--- config.mk ---
export PLATFORM = sky130hd
export DESIGN_NAME = fractal_escape_time_unit
export DESIGN_NICKNAME = d
export VERILOG_FILES = /design/src/fet_pkg.sv /design/src/fet_mul.sv /design/src/fet_dp.sv /design/src/fet_ctrl.sv /design/src/fractal_escape_time_unit.sv
export VERILOG_INCLUDE_DIRS = /design/src /design/src/src
export SDC_FILE = /design/constraint.sdc
export NUM_CORES = 2
export LEC_CHECK = 0
export BUFFER_PORTS_ARGS = -buffer_cell sky130_fd_sc_hd__buf_4
export CORE_MARGIN = 5
export CORE_UTILIZATION = 45
export DETAILED_ROUTE_END_ITERATION = 8
export PLACE_DENSITY = 0.58
export SYNTH_ARGS = -nofsm -noshare
export SYNTH_HDL_FRONTEND = slang
export SYNTH_SLANG_ARGS = --single-unit
--- constraint.sdc ---
create_clock -name clk -period 12.9 [get_ports clk]
set_input_delay 0.645 -clock clk [delete_from_list [all_inputs] [get_ports clk]]
set_output_delay 0.645 -clock clk [all_outputs]
set_load 0.1 [all_outputs]
--- src/fractal_escape_time_unit_assert.svh ---
// Assertion macros shared by the modules of the escape time unit.
// Each macro expects signals named clk and rst_n in the enclosing scope.
`ifndef FRACTAL_ESCAPE_TIME_UNIT_ASSERT_SVH
`define FRACTAL_ESCAPE_TIME_UNIT_ASSERT_SVH

`ifndef SYNTHESIS

`define FET_ASSERT_IMP(lbl, ante, cons, msg) \
  lbl: assert property (@(posedge clk) disable iff (!rst_n) (ante) |-> (cons)) \
    else $error(msg);

`define FET_ASSERT_NXT(lbl, ante, cons, msg) \
  lbl: assert property (@(posedge clk) disable iff (!rst_n) (ante) |=> (cons)) \
    else $error(msg);

`else

`define FET_ASSERT_IMP(lbl, ante, cons, msg)

`define FET_ASSERT_NXT(lbl, ante, cons, msg)

`endif

`endif

--- src/fet_pkg.sv ---
package fet_pkg;

  localparam int COORD_WIDTH = 32;
  localparam int FRAC_BITS   = 24;
  localparam int ITER_BITS   = 12;
  localparam int ESC_WIDTH   = 8;
  localparam int MAG_WIDTH   = FRAC_BITS + ESC_WIDTH;
  localparam int CFG_IDX_W   = 2;
  localparam int CFG_DATA_W  = ITER_BITS;
  localparam int POWER_W     = 3;

  typedef logic signed [COORD_WIDTH-1:0] coord_t;
  typedef logic [ITER_BITS-1:0]          iter_t;
  typedef logic [1:0]                    opd_t;
  typedef logic [1:0]                    tag_t;
  typedef logic [CFG_IDX_W-1:0]          cfg_idx_t;

  localparam cfg_idx_t REG_POWER     = 2'd0;
  localparam cfg_idx_t REG_MAX_ITER  = 2'd1;
  localparam cfg_idx_t REG_BIN_DECOMP = 2'd2;
  localparam cfg_idx_t REG_ESCAPE_SQ = 2'd3;

  localparam logic [POWER_W-1:0]   POWER_RST    = 3'd2;
  localparam iter_t                MAX_ITER_RST = ITER_BITS'(300);
  localparam logic [ESC_WIDTH-1:0] ESCAPE_RST   = 8'd13;

  // Multiplier operand sources.
  localparam opd_t OPD_ZR = 2'd0;
  localparam opd_t OPD_ZI = 2'd1;
  localparam opd_t OPD_SR = 2'd2;
  localparam opd_t OPD_SI = 2'd3;

  // Product slots: real*real, imag*imag, real*imag, imag*real.
  localparam tag_t TAG_RR = 2'd0;
  localparam tag_t TAG_II = 2'd1;
  localparam tag_t TAG_RI = 2'd2;
  localparam tag_t TAG_IR = 2'd3;

  typedef struct packed {
    coord_t c_real;
    coord_t c_imag;
  } in_item_t;

  typedef struct packed {
    iter_t iter_count;
    logic  inside_res;
  } out_item_t;

  typedef struct packed {
    opd_t a_sel;
    opd_t b_sel;
    tag_t tag;
  } mul_op_t;

  typedef struct packed {
    logic    load;
    logic    issue;
    mul_op_t op;
    logic    do_s;
    logic    s_sym;
    logic    do_c;
  } dp_cmd_t;

  typedef struct packed {
    logic mul_rdy;
    logic mul_done;
    logic escape;
    logic zi_pos;
  } dp_sts_t;

endpackage

--- src/fet_mul.sv ---
`include "fractal_escape_time_unit_assert.svh"

module fet_mul (
  input  logic                          clk,
  input  logic                          rst_n,
  input  logic                          start,
  input  fet_pkg::coord_t               a,
  input  fet_pkg::coord_t               b,
  input  fet_pkg::tag_t                 tag_i,
  output logic                          rdy,
  output logic                          done,
  output fet_pkg::tag_t                 tag_o,
  output fet_pkg::coord_t               coord,
  output logic [fet_pkg::MAG_WIDTH-1:0] mag
);

  localparam int CW   = fet_pkg::COORD_WIDTH;
  localparam int FRAC = fet_pkg::FRAC_BITS;
  localparam int MAGW = fet_pkg::MAG_WIDTH;
  localparam int NP   = (CW > 32) ? 2 : 1;
  localparam int HW   = (CW + NP - 1) / NP;
  localparam int PW   = CW + NP * HW;
  localparam int QW   = PW - FRAC;
  localparam int XW0  = (QW > MAGW) ? QW : MAGW;
  localparam int XW   = ((XW0 > CW) ? XW0 : CW) + 1;

  localparam logic [XW-1:0] HALF    = XW'(1) << (CW - 1);
  localparam logic [XW-1:0] HALF_M1 = HALF - XW'(1);
  localparam logic [XW-1:0] MAG_OVF = XW'(1) << MAGW;

  logic               busy_r, busy_nxt;
  logic               pass_r, pass_nxt;
  logic               last_pass;
  logic [CW-1:0]      ma_in, mb_in;
  logic [CW-1:0]      ma_r, mb_r;
  logic               neg_r;
  fet_pkg::tag_t      tag_r;

  logic [NP*HW-1:0]   mb_pad;
  logic [HW-1:0]      chunk;
  logic               pp_v_r, pp_pass_r, pp_last_r, pp_neg_r;
  logic [CW+HW-1:0]   pp_r;
  fet_pkg::tag_t      pp_tag_r;

  logic [PW-1:0]      acc_r, acc_base, acc_add;
  logic               fin_v_r, fin_neg_r;
  fet_pkg::tag_t      fin_tag_r;

  logic [XW-1:0]      q_x;
  logic [CW-1:0]      coord_c;
  logic [MAGW-1:0]    mag_c;
  logic               done_r;
  fet_pkg::coord_t    coord_r;
  logic [MAGW-1:0]    mag_r;
  fet_pkg::tag_t      tag_o_r;

  assign last_pass = (pass_r == 1'(NP - 1));
  assign rdy       = !busy_r || last_pass;
  assign ma_in     = a[CW-1] ? (~a + 1'b1) : a;
  assign mb_in     = b[CW-1] ? (~b + 1'b1) : b;

  always_comb begin
    busy_nxt = busy_r;
    pass_nxt = pass_r;
    if (start) begin
      busy_nxt = 1'b1;
      pass_nxt = 1'b0;
    end else if (busy_r) begin
      if (last_pass) begin
        busy_nxt = 1'b0;
      end else begin
        pass_nxt = pass_r + 1'b1;
      end
    end
  end

  assign mb_pad = (NP * HW)'(mb_r);
  assign chunk  = HW'(mb_pad >> (HW * pass_r));

  assign acc_base = (pp_pass_r == 1'b0) ? '0 : acc_r;
  assign acc_add  = PW'(pp_r) << (HW * pp_pass_r);

  assign q_x = XW'(acc_r >> FRAC);

  always_comb begin
    if (!fin_neg_r) begin
      coord_c = (q_x > HALF_M1) ? {1'b0, {(CW-1){1'b1}}} : q_x[CW-1:0];
    end else begin
      coord_c = (q_x > HALF) ? {1'b1, {(CW-1){1'b0}}} : (~q_x[CW-1:0] + 1'b1);
    end
    mag_c = (q_x >= MAG_OVF) ? {MAGW{1'b1}} : q_x[MAGW-1:0];
  end

  always_ff @(posedge clk) begin
    if (!rst_n) begin
      busy_r  <= 1'b0;
      pass_r  <= 1'b0;
      pp_v_r  <= 1'b0;
      fin_v_r <= 1'b0;
      done_r  <= 1'b0;
    end else begin
      busy_r  <= busy_nxt;
      pass_r  <= pass_nxt;
      pp_v_r  <= busy_r;
      fin_v_r <= pp_v_r && pp_last_r;
      done_r  <= fin_v_r;
    end
  end

  always_ff @(posedge clk) begin
    if (start) begin
      ma_r  <= ma_in;
      mb_r  <= mb_in;
      neg_r <= a[CW-1] ^ b[CW-1];
      tag_r <= tag_i;
    end
    pp_r      <= (CW+HW)'(ma_r) * (CW+HW)'(chunk);
    pp_pass_r <= pass_r;
    pp_last_r <= last_pass;
    pp_neg_r  <= neg_r;
    pp_tag_r  <= tag_r;
    if (pp_v_r) begin
      acc_r <= acc_base + acc_add;
    end
    if (pp_v_r && pp_last_r) begin
      fin_neg_r <= pp_neg_r;
      fin_tag_r <= pp_tag_r;
    end
    if (fin_v_r) begin
      coord_r <= coord_c;
      mag_r   <= mag_c;
      tag_o_r <= fin_tag_r;
    end
  end

  assign done  = done_r;
  assign tag_o = tag_o_r;
  assign coord = coord_r;
  assign mag   = mag_r;

  `FET_ASSERT_IMP(a_start_when_ready, start, rdy, "product issued while multiplier busy")

endmodule

--- src/fet_dp.sv ---
module fet_dp (
  input  logic                          clk,
  input  logic                          rst_n,
  input  fet_pkg::in_item_t             in_data,
  input  logic [fet_pkg::ESC_WIDTH-1:0] escape_sq,
  input  fet_pkg::dp_cmd_t              cmd,
  output fet_pkg::dp_sts_t              sts
);

  localparam int CW   = fet_pkg::COORD_WIDTH;
  localparam int FRAC = fet_pkg::FRAC_BITS;
  localparam int MAGW = fet_pkg::MAG_WIDTH;

  fet_pkg::coord_t cr_r, ci_r, zr_r, zi_r, sr_r, si_r;
  fet_pkg::coord_t p_rr_r, p_ii_r, p_ri_r, p_ir_r;
  logic [MAGW-1:0] m_rr_r, m_ii_r;

  fet_pkg::coord_t mul_a, mul_b, mul_coord;
  logic            mul_rdy, mul_done;
  fet_pkg::tag_t   mul_tag;
  logic [MAGW-1:0] mul_mag;
  logic [MAGW:0]   mag_sum, thr;

  function automatic fet_pkg::coord_t sat_add(input fet_pkg::coord_t x,
                                              input fet_pkg::coord_t y,
                                              input logic sub);
    logic [CW:0] s;
    s = sub ? ({x[CW-1], x} - {y[CW-1], y}) : ({x[CW-1], x} + {y[CW-1], y});
    if (s[CW] != s[CW-1]) begin
      return s[CW] ? {1'b1, {(CW-1){1'b0}}} : {1'b0, {(CW-1){1'b1}}};
    end
    return s[CW-1:0];
  endfunction

  function automatic fet_pkg::coord_t pick(input fet_pkg::opd_t sel,
                                           input fet_pkg::coord_t zr,
                                           input fet_pkg::coord_t zi,
                                           input fet_pkg::coord_t sr,
                                           input fet_pkg::coord_t si);
    fet_pkg::coord_t v;
    unique case (sel)
      fet_pkg::OPD_ZR: v = zr;
      fet_pkg::OPD_ZI: v = zi;
      fet_pkg::OPD_SR: v = sr;
      fet_pkg::OPD_SI: v = si;
      default:         v = zr;
    endcase
    return v;
  endfunction

  assign mul_a = pick(cmd.op.a_sel, zr_r, zi_r, sr_r, si_r);
  assign mul_b = pick(cmd.op.b_sel, zr_r, zi_r, sr_r, si_r);

  fet_mul u_mul (
    .clk   (clk),
    .rst_n (rst_n),
    .start (cmd.issue),
    .a     (mul_a),
    .b     (mul_b),
    .tag_i (cmd.op.tag),
    .rdy   (mul_rdy),
    .done  (mul_done),
    .tag_o (mul_tag),
    .coord (mul_coord),
    .mag   (mul_mag)
  );

  always_ff @(posedge clk) begin
    if (cmd.load) begin
      cr_r <= in_data.c_real;
      ci_r <= in_data.c_imag;
      zr_r <= in_data.c_real;
      zi_r <= in_data.c_imag;
    end else if (cmd.do_c) begin
      zr_r <= sat_add(sr_r, cr_r, 1'b0);
      zi_r <= sat_add(si_r, ci_r, 1'b0);
    end
    if (cmd.do_s) begin
      sr_r <= sat_add(p_rr_r, p_ii_r, 1'b1);
      si_r <= sat_add(p_ri_r, cmd.s_sym ? p_ri_r : p_ir_r, 1'b0);
    end
    if (mul_done) begin
      unique case (mul_tag)
        fet_pkg::TAG_RR: begin
          p_rr_r <= mul_coord;
          m_rr_r <= mul_mag;
        end
        fet_pkg::TAG_II: begin
          p_ii_r <= mul_coord;
          m_ii_r <= mul_mag;
        end
        fet_pkg::TAG_RI: p_ri_r <= mul_coord;
        fet_pkg::TAG_IR: p_ir_r <= mul_coord;
        default:         p_rr_r <= mul_coord;
      endcase
    end
  end

  assign mag_sum = {1'b0, m_rr_r} + {1'b0, m_ii_r};
  assign thr     = {1'b0, escape_sq, {FRAC{1'b0}}};

  assign sts.mul_rdy  = mul_rdy;
  assign sts.mul_done = mul_done;
  assign sts.escape   = (mag_sum >= thr);
  assign sts.zi_pos   = !zi_r[CW-1] && (zi_r != '0);

endmodule

--- src/fet_ctrl.sv ---
`include "fractal_escape_time_unit_assert.svh"

module fet_ctrl (
  input  logic                            clk,
  input  logic                            rst_n,
  input  logic                            in_valid,
  output logic                            in_stall,
  input  logic [fet_pkg::POWER_W-1:0]     power,
  input  fet_pkg::iter_t                  max_iter,
  input  logic                            binary_decomp,
  output fet_pkg::dp_cmd_t                cmd,
  input  fet_pkg::dp_sts_t                sts,
  output logic                            out_valid,
  input  logic                            out_stall,
  output fet_pkg::out_item_t              out_data
);

  localparam logic [2:0] S_IDLE  = 3'd0;
  localparam logic [2:0] S_ISSUE = 3'd1;
  localparam logic [2:0] S_WAIT  = 3'd2;
  localparam logic [2:0] S_SQ    = 3'd3;
  localparam logic [2:0] S_POW   = 3'd4;
  localparam logic [2:0] S_ADDC  = 3'd5;
  localparam logic [2:0] S_DONE  = 3'd6;

  localparam logic [1:0] PH_Z  = 2'd0;
  localparam logic [1:0] PH_S3 = 2'd1;
  localparam logic [1:0] PH_S4 = 2'd2;

  localparam logic [1:0] PW_2 = 2'd0;
  localparam logic [1:0] PW_3 = 2'd1;
  localparam logic [1:0] PW_4 = 2'd2;

  logic [2:0]          state_r, state_nxt;
  logic [1:0]          ph_r, ph_nxt;
  logic [1:0]          pw_r, pw_nxt;
  logic [1:0]          k_r, k_nxt;
  logic [2:0]          pend_r, pend_nxt;
  fet_pkg::iter_t      rep_r, rep_nxt;
  logic                tst_r, tst_nxt;
  fet_pkg::out_item_t  res_r, res_nxt;
  logic                out_valid_r, out_valid_nxt;
  fet_pkg::out_item_t  out_data_r, out_data_nxt;
  logic                go_on;
  logic [1:0]          k_last;

  function automatic fet_pkg::mul_op_t sched(input logic [1:0] ph, input logic [1:0] k);
    fet_pkg::mul_op_t op;
    op = '{a_sel: fet_pkg::OPD_ZR, b_sel: fet_pkg::OPD_ZR, tag: fet_pkg::TAG_RR};
    unique case (ph)
      PH_S3: begin
        unique case (k)
          2'd0:    op = '{a_sel: fet_pkg::OPD_SR, b_sel: fet_pkg::OPD_ZR, tag: fet_pkg::TAG_RR};
          2'd1:    op = '{a_sel: fet_pkg::OPD_SI, b_sel: fet_pkg::OPD_ZI, tag: fet_pkg::TAG_II};
          2'd2:    op = '{a_sel: fet_pkg::OPD_SR, b_sel: fet_pkg::OPD_ZI, tag: fet_pkg::TAG_RI};
          default: op = '{a_sel: fet_pkg::OPD_SI, b_sel: fet_pkg::OPD_ZR, tag: fet_pkg::TAG_IR};
        endcase
      end
      PH_S4: begin
        unique case (k)
          2'd0:    op = '{a_sel: fet_pkg::OPD_SR, b_sel: fet_pkg::OPD_SR, tag: fet_pkg::TAG_RR};
          2'd1:    op = '{a_sel: fet_pkg::OPD_SI, b_sel: fet_pkg::OPD_SI, tag: fet_pkg::TAG_II};
          default: op = '{a_sel: fet_pkg::OPD_SR, b_sel: fet_pkg::OPD_SI, tag: fet_pkg::TAG_RI};
        endcase
      end
      default: begin
        unique case (k)
          2'd0:    op = '{a_sel: fet_pkg::OPD_ZR, b_sel: fet_pkg::OPD_ZR, tag: fet_pkg::TAG_RR};
          2'd1:    op = '{a_sel: fet_pkg::OPD_ZI, b_sel: fet_pkg::OPD_ZI, tag: fet_pkg::TAG_II};
          default: op = '{a_sel: fet_pkg::OPD_ZR, b_sel: fet_pkg::OPD_ZI, tag: fet_pkg::TAG_RI};
        endcase
      end
    endcase
    return op;
  endfunction

  assign k_last   = (ph_r == PH_S3) ? 2'd3 : 2'd2;
  assign in_stall = (state_r != S_IDLE);

  always_comb begin
    state_nxt    = state_r;
    ph_nxt       = ph_r;
    pw_nxt       = pw_r;
    k_nxt        = k_r;
    rep_nxt      = rep_r;
    tst_nxt      = tst_r;
    res_nxt      = res_r;
    out_data_nxt = out_data_r;
    go_on        = 1'b0;
    cmd          = '0;
    out_valid_nxt = (out_valid_r && !out_stall) ? 1'b0 : out_valid_r;

    unique case (state_r)
      S_IDLE: begin
        if (in_valid) begin
          cmd.load = 1'b1;
          rep_nxt  = '0;
          tst_nxt  = 1'b0;
          k_nxt    = 2'd0;
          ph_nxt   = PH_Z;
          priority if (power <= 3'd2) pw_nxt = PW_2;
          else if (power == 3'd3)     pw_nxt = PW_3;
          else                        pw_nxt = PW_4;
          if (max_iter == '0) begin
            res_nxt   = '{iter_count: '0, inside_res: 1'b1};
            state_nxt = S_DONE;
          end else begin
            state_nxt = S_ISSUE;
          end
        end
      end
      S_ISSUE: begin
        cmd.op    = sched(ph_r, k_r);
        cmd.issue = sts.mul_rdy;
        if (sts.mul_rdy) begin
          if (k_r == k_last) begin
            k_nxt     = 2'd0;
            state_nxt = S_WAIT;
          end else begin
            k_nxt = k_r + 2'd1;
          end
        end
      end
      S_WAIT: begin
        if ((pend_r == 3'd0) || (pend_r == 3'd1 && sts.mul_done)) begin
          state_nxt = (ph_r == PH_Z) ? S_SQ : S_POW;
        end
      end
      S_SQ: begin
        cmd.do_s  = 1'b1;
        cmd.s_sym = 1'b1;
        go_on     = 1'b1;
        if (tst_r) begin
          priority if (sts.escape) begin
            res_nxt.iter_count = (binary_decomp && sts.zi_pos) ? (rep_r >> 1) : rep_r;
            res_nxt.inside_res = 1'b0;
            state_nxt          = S_DONE;
            go_on              = 1'b0;
          end else if (rep_r == max_iter - 1'b1) begin
            res_nxt.iter_count = max_iter;
            res_nxt.inside_res = 1'b1;
            state_nxt          = S_DONE;
            go_on              = 1'b0;
          end else begin
            rep_nxt = rep_r + 1'b1;
          end
        end
        if (go_on) begin
          if (pw_r == PW_2) begin
            state_nxt = S_ADDC;
          end else begin
            k_nxt     = 2'd0;
            ph_nxt    = (pw_r == PW_3) ? PH_S3 : PH_S4;
            state_nxt = S_ISSUE;
          end
        end
      end
      S_POW: begin
        cmd.do_s  = 1'b1;
        cmd.s_sym = (ph_r == PH_S4);
        state_nxt = S_ADDC;
      end
      S_ADDC: begin
        cmd.do_c  = 1'b1;
        tst_nxt   = 1'b1;
        ph_nxt    = PH_Z;
        k_nxt     = 2'd0;
        state_nxt = S_ISSUE;
      end
      S_DONE: begin
        if (!out_valid_r || !out_stall) begin
          out_valid_nxt = 1'b1;
          out_data_nxt  = res_r;
          state_nxt     = S_IDLE;
        end
      end
      default: state_nxt = S_IDLE;
    endcase
  end

  assign pend_nxt = pend_r + {2'b00, cmd.issue} - {2'b00, sts.mul_done};

  always_ff @(posedge clk) begin
    if (!rst_n) begin
      state_r     <= S_IDLE;
      pend_r      <= 3'd0;
      out_valid_r <= 1'b0;
      ph_r        <= PH_Z;
      pw_r        <= PW_2;
      k_r         <= 2'd0;
      tst_r       <= 1'b0;
      rep_r       <= '0;
    end else begin
      state_r     <= state_nxt;
      pend_r      <= pend_nxt;
      out_valid_r <= out_valid_nxt;
      ph_r        <= ph_nxt;
      pw_r        <= pw_nxt;
      k_r         <= k_nxt;
      tst_r       <= tst_nxt;
      rep_r       <= rep_nxt;
    end
  end

  always_ff @(posedge clk) begin
    res_r      <= res_nxt;
    out_data_r <= out_data_nxt;
  end

  assign out_valid = out_valid_r;
  assign out_data  = out_data_r;

  `FET_ASSERT_IMP(a_done_has_pending, sts.mul_done, pend_r != 3'd0, "product returned with none outstanding")
  `FET_ASSERT_IMP(a_combine_drained, (state_r == S_SQ) || (state_r == S_POW), pend_r == 3'd0, "products combined before all returned")
  `FET_ASSERT_IMP(a_pending_bound, 1'b1, pend_r <= 3'd4, "more products in flight than one phase issues")

endmodule

--- src/fractal_escape_time_unit.sv ---
// Escape-time unit for the map z = z^p + c (p of 2, 3 or 4), one point per item.
// A limit of zero returns a result of zero iterations, marked inside, without running
// any iteration. All products go through one shared multiplier that starts one real
// product per cycle: an iteration needs three products for z squared and its magnitude,
// plus three or four more for the higher powers, and the next iteration waits for all
// of them. One item is in flight at a time; the result waits in an output register so
// the next item can be taken at once.
module fractal_escape_time_unit (
  input  logic                               clk,
  input  logic                               rst_n,
  input  logic                               in_valid,
  output logic                               in_stall,
  input  fet_pkg::in_item_t                  in_data,
  output logic                               out_valid,
  input  logic                               out_stall,
  output fet_pkg::out_item_t                 out_data,
  input  logic                               cfg_valid,
  output logic                               cfg_ready,
  input  fet_pkg::cfg_idx_t                  cfg_idx,
  input  logic [fet_pkg::CFG_DATA_W-1:0]     cfg_wdata
);

  logic [fet_pkg::POWER_W-1:0]   power_r;
  fet_pkg::iter_t                max_iter_r;
  logic                          bin_decomp_r;
  logic [fet_pkg::ESC_WIDTH-1:0] escape_sq_r;

  fet_pkg::dp_cmd_t cmd;
  fet_pkg::dp_sts_t sts;

  assign cfg_ready = 1'b1;

  always_ff @(posedge clk) begin
    if (!rst_n) begin
      power_r      <= fet_pkg::POWER_RST;
      max_iter_r   <= fet_pkg::MAX_ITER_RST;
      bin_decomp_r <= 1'b0;
      escape_sq_r  <= fet_pkg::ESCAPE_RST;
    end else if (cfg_valid && cfg_ready) begin
      unique case (cfg_idx)
        fet_pkg::REG_POWER:      power_r      <= cfg_wdata[fet_pkg::POWER_W-1:0];
        fet_pkg::REG_MAX_ITER:   max_iter_r   <= cfg_wdata[fet_pkg::ITER_BITS-1:0];
        fet_pkg::REG_BIN_DECOMP: bin_decomp_r <= cfg_wdata[0];
        fet_pkg::REG_ESCAPE_SQ:  escape_sq_r  <= cfg_wdata[fet_pkg::ESC_WIDTH-1:0];
        default:                 power_r      <= power_r;
      endcase
    end
  end

  fet_ctrl u_ctrl (
    .clk           (clk),
    .rst_n         (rst_n),
    .in_valid      (in_valid),
    .in_stall      (in_stall),
    .power         (power_r),
    .max_iter      (max_iter_r),
    .binary_decomp (bin_decomp_r),
    .cmd           (cmd),
    .sts           (sts),
    .out_valid     (out_valid),
    .out_stall     (out_stall),
    .out_data      (out_data)
  );

  fet_dp u_dp (
    .clk       (clk),
    .rst_n     (rst_n),
    .in_data   (in_data),
    .escape_sq (escape_sq_r),
    .cmd       (cmd),
    .sts       (sts)
  );

endmodule

==> impl_metrics.json <==
{
  "outcome": "complete, no violations",
  "gpl.final_weighted_congestion": 0.951,
  "setup_repair_after_global_routing_missed_its_margin": "false",
  "timing.critical_path.from_type": "flip-flop",
  "inserted_clock_buffers": 77,
  "drt-pass1-iter-count": 6,
  "post_route_cells_drive_above_1_share_pct": 6.72,
  "die-area_mm2": 0.162,
  "cts.hold.buffers_added": 0,
  "yosysMostFrequentCell": "sky130_fd_sc_hd__inv_1",
  "post_cts.resized_instances": 0,
  "final_design_area_no_fill_mm2": 0.0749,
  "final.period_utilization_pct": 69.0,
  "placement_rows": 144,
  "via_density": 5.68,
  "min-delay-path-class": "in -> reg",
  "cpMostUsedCell": "sky130_fd_sc_hd__fa_1",
  "cts_htree_levels": 3,
  "grt_use_total_pct": 27.7,
  "finalSetupTns_ns": 0,
  "slowest_stage": "sky130_fd_sc_hd__edfxtp_1",
  "worst-endpoint-required_ns": 13.53,
  "antenna_cells_inserted": 0,
  "number_of_register_bits_inferred_by_synthesis": 683,
  "worstMarginPinSlew_ns": 1.28,
  "route.detailed.drc": 0,
  "ctsLongestPathBuffers": 3,
  "ys_top_cells_by_area": "sky130_fd_sc_hd__fa_1 26%, sky130_fd_sc_hd__edfxtp_1 25%, sky130_fd_sc_hd__ha_1 8.0%",
  "worst_setup_path_end_kind": "flip-flop",
  "synth_top_cells_by_count": "1051 x sky130_fd_sc_hd__inv_1, 901 x sky130_fd_sc_hd__fa_1, 682 x sky130_fd_sc_hd__nand2_1, 635 x sky130_fd_sc_hd__and2_1, 586 x sky130_fd_sc_hd__edfxtp_1",
  "async_reset_ff_share_pct": 0,
  "synth_top_area_cell": "sky130_fd_sc_hd__fa_1",
  "cell_family_with_the_largest_share_of_critical_path_delay": "adder cells",
  "delay_of_the_slowest_cell_on_the_worst_path_ns": 1.06,
  "globalRouteOverflowTotal": 0,
  "grt_pass1_wl_mm": 337,
  "relSlewSlack_pct": 14.2,
  "top_layer_used": "met5",
  "worstPathArrival_ns": 9.53,
  "dpl-instance-area_mm2": 0.0722,
  "cts_tree": "built",
  "first_iter_violations": 4471,
  "hold_viol": 0,
  "syn_to_final_growth_pct": 8.02,
  "antenna_found_initial": 9,
  "finClkSkew_ns": 0.0403,
  "numClockSinks": 683,
  "floorplan.initialDensity_pct": 45.1,
  "wl_met3_mm": 18.5,
  "slew_viols_final": 0,
  "die-height_um": 402,
  "holdWs_ns": 0.147,
  "final.min_clock_period_ns": 8.90,
  "synth_top_cell_area_share_pct": 26.0,
  "first_global_vias": 52200,
  "die_w_um": 402,
  "hpwlAfterDp_mm": 168,
  "achievable-frequency_mhz": 112,
  "drt-wirelength-per-cell_um": 25.1,
  "synth_nets": 8343,
  "path_clk_slew_ns": 0.07,
  "synth_cell_type_count": 107,
  "yosysWarnings": 0,
  "worstPathBufferInverterCount": 5,
  "largest_registers": "u_dp.u_mul.acc_r x40, u_dp.u_mul.pp_r x40",
  "route.antenna.remaining_nets": 0,
  "timing.max_cap.violations": 0,
  "post-cts-setup-buffer-count": 0,
  "met2RoutedLength_mm": 99.2,
  "syn-instance-count": 6915,
  "drt-met1-wl_mm": 95.8,
  "ys.flop_type": "sky130_fd_sc_hd__edfxtp_1",
  "worstSkewPairLatency_ns": 0.70,
  "pin_count": 99,
  "crit_path_max_fanout": 18,
  "synth-edff-count": 586,
  "port_buffers": 97,
  "seq_area_frac_synth_pct": 28.2,
  "layout.nets": 8296,
  "detailroute.via_count": 51000,
  "worstSetupPathType": "reg -> reg",
  "routed_wirelength_mm": 225,
  "core_area_mm2": 0.154,
  "setup_viol_count_final": 0,
  "syn-cell-area_mm2": 0.0693,
  "synth_area_per_cell_um2": 10.0,
  "clockRootBuffer": "sky130_fd_sc_hd__clkbuf_16",
  "grt_max_degree": 75
}
through the flow:
stage / cells / util, % / worst slack, ns
after floorplan: 6915 / - / 5.53
after global placement: 8833 / 47.0 / 4.25
after detailed placement: 8833 / 47.0 / 4.18
after CTS: 8974 / 48.8 / 4.16
after global routing: 8974 / 48.8 / 3.68
final: 8974 / 48.8 / 4.00
final timing paths:
check                                    startpoint                              to  slack (ns)  depth (start not counted)
hold reg to reg   u_dp.u_mul.tag_r[1]$_SDFFCE_PN0P_  u_dp.u_mul.pp_tag_r[1]$_DFF_P_        0.35                          0
setup reg to reg       u_dp.u_mul.ma_r[9]$_DFFE_PP_     u_dp.u_mul.pp_r[59]$_DFF_P_        4.00                         26
hold / removal                          in_data[10]         u_dp.ci_r[10]$_DFFE_PP_        0.15                          1
setup / recovery       u_dp.u_mul.ma_r[9]$_DFFE_PP_     u_dp.u_mul.pp_r[59]$_DFF_P_        4.00                         26
placed cells by master (no fill, tap or decap), types with 38 or more instances in the layout:
cell type / n
sky130_fd_sc_hd__inv_1: 1050
sky130_fd_sc_hd__fa_1: 901
sky130_fd_sc_hd__nand2_1: 681
sky130_fd_sc_hd__and2_1: 635
sky130_fd_sc_hd__edfxtp_1: 586
sky130_fd_sc_hd__ha_1: 444
sky130_fd_sc_hd__a21oi_1: 319
sky130_fd_sc_hd__nor2_1: 260
sky130_fd_sc_hd__buf_4: 206
sky130_fd_sc_hd__o21ai_0: 201
sky130_fd_sc_hd__xnor2_1: 147
sky130_fd_sc_hd__a21o_1: 105
sky130_fd_sc_hd__xor2_1: 96
sky130_fd_sc_hd__dfxtp_1: 95
sky130_fd_sc_hd__nand3_1: 87
sky130_fd_sc_hd__clkbuf_16: 78
sky130_fd_sc_hd__nor3_1: 76
sky130_fd_sc_hd__a31oi_1: 50
sky130_fd_sc_hd__mux2i_1: 48
sky130_fd_sc_hd__o211ai_1: 47
sky130_fd_sc_hd__a211oi_1: 46
sky130_fd_sc_hd__o22ai_1: 41
sky130_fd_sc_hd__nor2b_1: 38
cell type report:
class | instances | area, um^2
clock buffers | 85 | 1980
fillers | 14200 | 78700
multi-input cells | 4847 | 44600
inverters | 1053 | 3960
well taps | 2044 | 2560
flip-flops and latches | 683 | 19500
clock inverters | 56 | 694
repair buffers | 206 | 1550
worst reg2reg max path, cell delays in order (launching register included):
cell,delay (ns)
sky130_fd_sc_hd__edfxtp_1,1.06
sky130_fd_sc_hd__buf_4,0.44
sky130_fd_sc_hd__and2_1,0.20
sky130_fd_sc_hd__fa_1,0.42
sky130_fd_sc_hd__inv_1,0.09
sky130_fd_sc_hd__fa_1,0.40
sky130_fd_sc_hd__inv_1,0.09
sky130_fd_sc_hd__fa_1,0.44
sky130_fd_sc_hd__fa_1,0.58
sky130_fd_sc_hd__fa_1,0.44
sky130_fd_sc_hd__fa_1,0.47
sky130_fd_sc_hd__fa_1,0.50
sky130_fd_sc_hd__inv_1,0.06
sky130_fd_sc_hd__fa_1,0.51
sky130_fd_sc_hd__inv_1,0.05
sky130_fd_sc_hd__ha_1,0.38
sky130_fd_sc_hd__a21o_1,0.20
sky130_fd_sc_hd__a21o_1,0.17
sky130_fd_sc_hd__a21oi_1,0.13
sky130_fd_sc_hd__o21ai_0,0.14
sky130_fd_sc_hd__a21oi_1,0.50
sky130_fd_sc_hd__nor3_1,0.13
sky130_fd_sc_hd__o21a_1,0.34
sky130_fd_sc_hd__a21oi_1,0.39
sky130_fd_sc_hd__a311oi_1,0.21
sky130_fd_sc_hd__or4_1,0.43
sky130_fd_sc_hd__nand3_1,0.07
logic make-up after synthesis:
group	count (synthesis)	synth area share (%)
AO/OA/AOI/OAI	1112	10.4
XOR/XNOR	244	3.08
adder cells (fa/ha/maj)	1380	34.6
buffers and inverters	1385	7.61
flip-flops	683	28.2
multiplexers	80	1.21
other	1	0.00541
AND/OR/NAND/NOR	2030	14.9
layer usage:
metal | vias to the layer above | GRT usage [%]
met5 | - | 0
met4 | 2 | 12.0
met3 | 415 | 5.80
met2 | 2132 | 42.6
met1 | 25800 | 38.2
li1 | 22600 | -
Power is not shown: default switching activity piles up to over one toggle a cycle in this logic, so the estimate is an artifact.
